===== src/sacl_pkg.sv =====
package sacl_pkg;

  localparam int unsigned MAX_SET_BITS_DEF = 6;
  localparam int unsigned MAX_WAYS_DEF     = 8;
  localparam int unsigned ADDR_BITS_DEF    = 64;

  localparam int unsigned CMD_W     = 2;
  localparam int unsigned OUTCOME_W = 2;
  localparam int unsigned CNT_W     = 32;
  localparam int unsigned IN_ADDR_W = 64;
  localparam int unsigned PADDR_W   = 4;
  localparam int unsigned PDATA_W   = 32;

  localparam logic [1:0] REG_SET_BITS   = 2'd0;
  localparam logic [1:0] REG_WAYS_USED  = 2'd1;
  localparam logic [1:0] REG_BLOCK_BITS = 2'd2;

  typedef enum logic [CMD_W-1:0] {
    CMD_LOAD,
    CMD_STORE,
    CMD_MODIFY,
    CMD_IFETCH
  } cmd_e;

  typedef enum logic [OUTCOME_W-1:0] {
    OUT_HIT,
    OUT_MISS,
    OUT_EVICT
  } outcome_e;

  typedef enum logic [2:0] {
    ST_CLEAR,
    ST_IDLE,
    ST_READ,
    ST_LOOK,
    ST_UPDATE
  } state_e;

  typedef struct packed {
    logic [2:0] set_bits;
    logic [3:0] ways_used;
    logic [5:0] block_bits;
  } cfg_t;

  typedef struct packed {
    logic clear;
    logic capture;
    logic rd;
    logic look;
    logic update;
    logic last;
  } ctl_t;

  typedef struct packed {
    logic clr_last;
    logic is_modify;
    logic out_free;
  } sts_t;

endpackage


===== src/sacl_ctrl.sv =====
module sacl_ctrl import sacl_pkg::*; (
  input  logic clk_i,
  input  logic rst_ni,
  input  logic in_valid_i,
  input  cmd_e in_cmd_i,
  output logic in_ready_o,
  input  sts_t sts_i,
  output ctl_t ctl_o
);

  state_e state_q, state_d;
  logic   second_q, second_d;
  logic   accept;

  assign accept = in_valid_i && (state_q == ST_IDLE);

  always_comb begin
    state_d = state_q;
    case (state_q)
      ST_CLEAR: begin
        if (sts_i.clr_last) begin
          state_d = ST_IDLE;
        end
      end
      ST_IDLE: begin
        if (accept && (in_cmd_i != CMD_IFETCH)) begin
          state_d = ST_READ;
        end
      end
      ST_READ: state_d = ST_LOOK;
      ST_LOOK: state_d = ST_UPDATE;
      ST_UPDATE: begin
        if (sts_i.out_free) begin
          state_d = (sts_i.is_modify && !second_q) ? ST_READ : ST_IDLE;
        end
      end
      default: state_d = ST_IDLE;
    endcase
  end

  always_comb begin
    second_d = second_q;
    if (ctl_o.capture) begin
      second_d = 1'b0;
    end else if (ctl_o.update) begin
      second_d = 1'b1;
    end
  end

  always_comb begin
    ctl_o         = '0;
    in_ready_o    = 1'b0;
    ctl_o.last    = !(sts_i.is_modify && !second_q);
    case (state_q)
      ST_CLEAR:  ctl_o.clear = 1'b1;
      ST_IDLE: begin
        in_ready_o    = 1'b1;
        ctl_o.capture = accept && (in_cmd_i != CMD_IFETCH);
      end
      ST_READ:   ctl_o.rd = 1'b1;
      ST_LOOK:   ctl_o.look = 1'b1;
      ST_UPDATE: ctl_o.update = sts_i.out_free;
      default: ;
    endcase
  end

  always_ff @(posedge clk_i or negedge rst_ni) begin
    if (!rst_ni) begin
      state_q  <= ST_CLEAR;
      second_q <= 1'b0;
    end else begin
      state_q  <= state_d;
      second_q <= second_d;
    end
  end

endmodule


===== config.mk =====
export PLATFORM = sky130hd
export DESIGN_NAME = sacl_ctrl
export DESIGN_NICKNAME = d
export VERILOG_FILES = /design/src/sacl_pkg.sv /design/src/sacl_ctrl.sv
export SDC_FILE = /design/constraint.sdc
export NUM_CORES = 1
export LEC_CHECK = 0
export ABC_AREA = 1
export BUFFER_PORTS_ARGS = -buffer_cell sky130_fd_sc_hd__buf_4
export CAP_MARGIN = 20
export CORE_AREA = 2 2 39 41
export DETAILED_ROUTE_END_ITERATION = 8
export DIE_AREA = 0 0 41 43
export PLACE_DENSITY = 0.55
export SYNTH_ARGS = -nofsm -noshare
export SYNTH_HDL_FRONTEND = slang
export SYNTH_SLANG_ARGS = --single-unit

===== constraint.sdc =====
create_clock -name clk_i -period 1.2 [get_ports clk_i]
set_clock_uncertainty 0.15 [all_clocks]
set_input_delay 0.06 -clock clk_i [delete_from_list [all_inputs] [get_ports clk_i]]
set_output_delay 0.06 -clock clk_i [all_outputs]
set_load 0.01 [all_outputs]

==> flow_metrics.py <==
metrics = {
    "critical_path": {
        "cp.required_ps": 990,
        "start_kind": "flip-flop",
        "crit_buf_inv": 2,
        "cp_cell_sequence": "nor2_4, inv_2, nor3_4, buf_6",
        "cp.arrival_ps": 1160,
        "critical_path_class": "flip-flop to output pin",
        "worst_path_dominant_cell_family": "flip-flops",
        "rr_startpoint": "state_q[1]$_DFFE_PN0P_",
        "cp_max_fo": 5,
        "crit_slowest_cell": "dfrtp_2",
        "endpoint_kind": "output pin",
        "startpoint": "state_q[0]$_DFFE_PN0P_",
        "max_stage_delay_ps": 470,
    },
    "route": {
        "drt-initial-drc-count": 4,
        "wl_per_cell_um": 9.27,
        "drt-pass1-iter-count": 4,
        "drt.antenna.violating_nets": 0,
        "num_vias": 344,
        "drt-total-wl_um": 751,
        "drc_errors": 0,
        "viasPerCell": 4.25,
    },
    "power_and_ir_drop": {
        "fin_total_pwr_mw": 1.46,
        "p_clk_frac": 0.117,
        "swShare": 0.417,
        "intPower_mw": 0.851,
        "vdd_ir_drop_max_mv": 1.03,
        "p_leak_nw": 0.310,
        "share_comb_of_total_power": 0.665,
        "pwr-share-seq": 0.218,
        "p_sw_mw": 0.609,
        "powerDensity_nw_per_um2": 2580,
    },
    "clock_network": {
        "clock_path_buffers": 2,
        "cts_made_buffers": 3,
        "cts_tree": "yes",
        "cts_root_buf": "clkbuf_4",
        "clk_pin_slew_ps": 40,
        "h-tree-depth": 1,
        "cts.sinks": 4,
        "clk_latency_ps": 240,
    },
    "logic_synthesis": {
        "netlist_area_um2": 305,
        "yosysSeqAreaShare": 0.328,
        "synth_area_leader_cell": "dfrtp_1",
        "ys_seq_elements": 4,
        "synth_top_area_share": 0.328,
        "netlist_instances": 41,
        "synth_nets": 49,
        "synth.distinct_cells": 18,
        "avgSynthCellArea_um2": 7.45,
        "yosys-top-cells-area": "dfrtp_1, inv_1, nand2_1, nor2_1, nor3_4",
        "yosysWarningCount": 0,
    },
    "die": {
        "io_pins": 15,
        "die-width_um": 41,
        "initial_core_util": 0.221,
        "coreArea_um2": 1380,
        "dieArea_um2": 1760,
        "die_y_um": 43,
        "row_count": 14,
    },
    "timing": {
        "rsz0062_at_grt": "true",
        "finalCritPeriodShare": 1.14,
        "hold_ws_ps": 6.60,
        "finalWorstSetupSlack_ps": -173,
        "slew_headroom": 0.876,
        "tightest_slew_ps": 186,
        "fmax_ghz": 0.728,
        "hold_viol": 0,
        "slew_viol_final": 0,
        "fin_setup_tns_ps": -900,
        "finalSetupViolCount": 9,
        "min_period_ps": 1370,
    },
    "job": {
        "maxCapViolCount": 0,
    },
    "layout": {
        "layout_common_cells": "buf_4, inv_1, buf_6",
        "postLayoutCoreUtil": 0.409,
        "n_antenna_cell": 0,
        "postLayoutCellArea_um2": 566,
        "final_common_cell": "buf_4",
        "nets": 75,
        "stdcell_count": 81,
        "drive_above_1_share": 0.646,
        "synthToLayoutAreaGrowth_pct": 85.2,
        "n_fill_cell": 141,
    },
    "run_status": {
        "violations": "negative setup slack",
        "status": "finished with violations",
    },
    "place": {
        "hpwl_um": 584,
        "dp.cells": 74,
        "portBuffers": 14,
        "place_area_um2": 468,
        "dp_slack_ps": -44.7,
        "gp_congestion": 0.799,
    },
    "global_route": {
        "grt_remaining_overflow": 0,
        "grt_max_degree": 6,
        "grt_pass1_wl_um": 1160,
        "antenna_found_initial": 0,
        "grt_use_total": 0.106,
        "grt_pass1_vias": 305,
    },
    "min_path": {
        "hold_path_class": "input pin to async pin",
    },
}
[Yosys cell counts]
library cell,number
inv_1,9
buf_4,1
nor2_1,5
o21bai_2,1
a21oi_2,1
nand2_2,1
nand2_1,5
o21ai_0,1
buf_6,1
o21ai_1,1
dfrtp_1,4
nand3_1,3
inv_2,2
nor3_2,1
nor2_2,2
nand3b_1,1
nand3_2,1
nor3_4,1
[power by group through the flow]
stage,Combinational (mW),Clock [mW],Sequential (mW)
floorplan,0.538,0,0.268
CTS,0.943,0.176,0.314
detailed placement,0.804,0,0.292
global placement,0.802,0,0.293
global route,1.07,0.190,0.324
finish,0.971,0.171,0.318
[flip-flops by register name (all words and copies together), names as in the netlist]
| register | flops |
|---|---|
| second_q | 1 |
| state_q | 3 |
[cells by family after synthesis]
group	synth area share
simple gates	0.377
buf+inv	0.197
flops	0.328
compound gates	0.0983
[area by class of cell]
class                           instances  area [µm²]  share of cell area
Timing Repair Buffer                   23         201               0.356
Multi-Input combinational cell         24         174               0.308
Sequential cell                         4         104               0.184
Inverter                               11        43.8              0.0774
Clock buffer                            3        22.5              0.0398
Tap cell                               16        20.0              0.0354
[final timing paths]
check | to | slack (ps) | cells past startpoint
max in group asynchronous | state_q[0]$_DFFE_PN0P_ | 780 | 2
hold reg to reg | second_q$_DFFE_PN0P_ | 360 | 2
min in group clk_i | state_q[2]$_DFFE_PN0P_ | 50 | 4
hold / removal | second_q$_DFFE_PN0P_ | 7 | 2
setup / recovery | ctl_o[1] | -170 | 4
setup reg to reg | second_q$_DFFE_PN0P_ | -70 | 6
[per-layer routing]
metal | GRT usage | wire (µm)
met1 | 0.0915 | 274
met4 | 0.0600 | 12
met2 | 0.166 | 406
met5 | 0 | 0
met3 | 0.0785 | 57
[worst register-to-register path, stage by stage, from the launching register on]
cell	delay, ps
dfrtp_2	440
buf_6	130
nor2_4	130
nand2_2	70
buf_4	130
o21ai_1	60
inv_1	50
[what timing repair did]
item | 4_1_cts | 5_1_grt
hold buffers | 1 | 0
buffers inserted | 2 | 1
pin swaps | 4 | 1
hold endpoints to repair | 4 | 0
resized for setup | 14 | 1
endpoints found under the setup margin | 9 | 10
No activity file was read; power rests on OpenSTA's default activity.
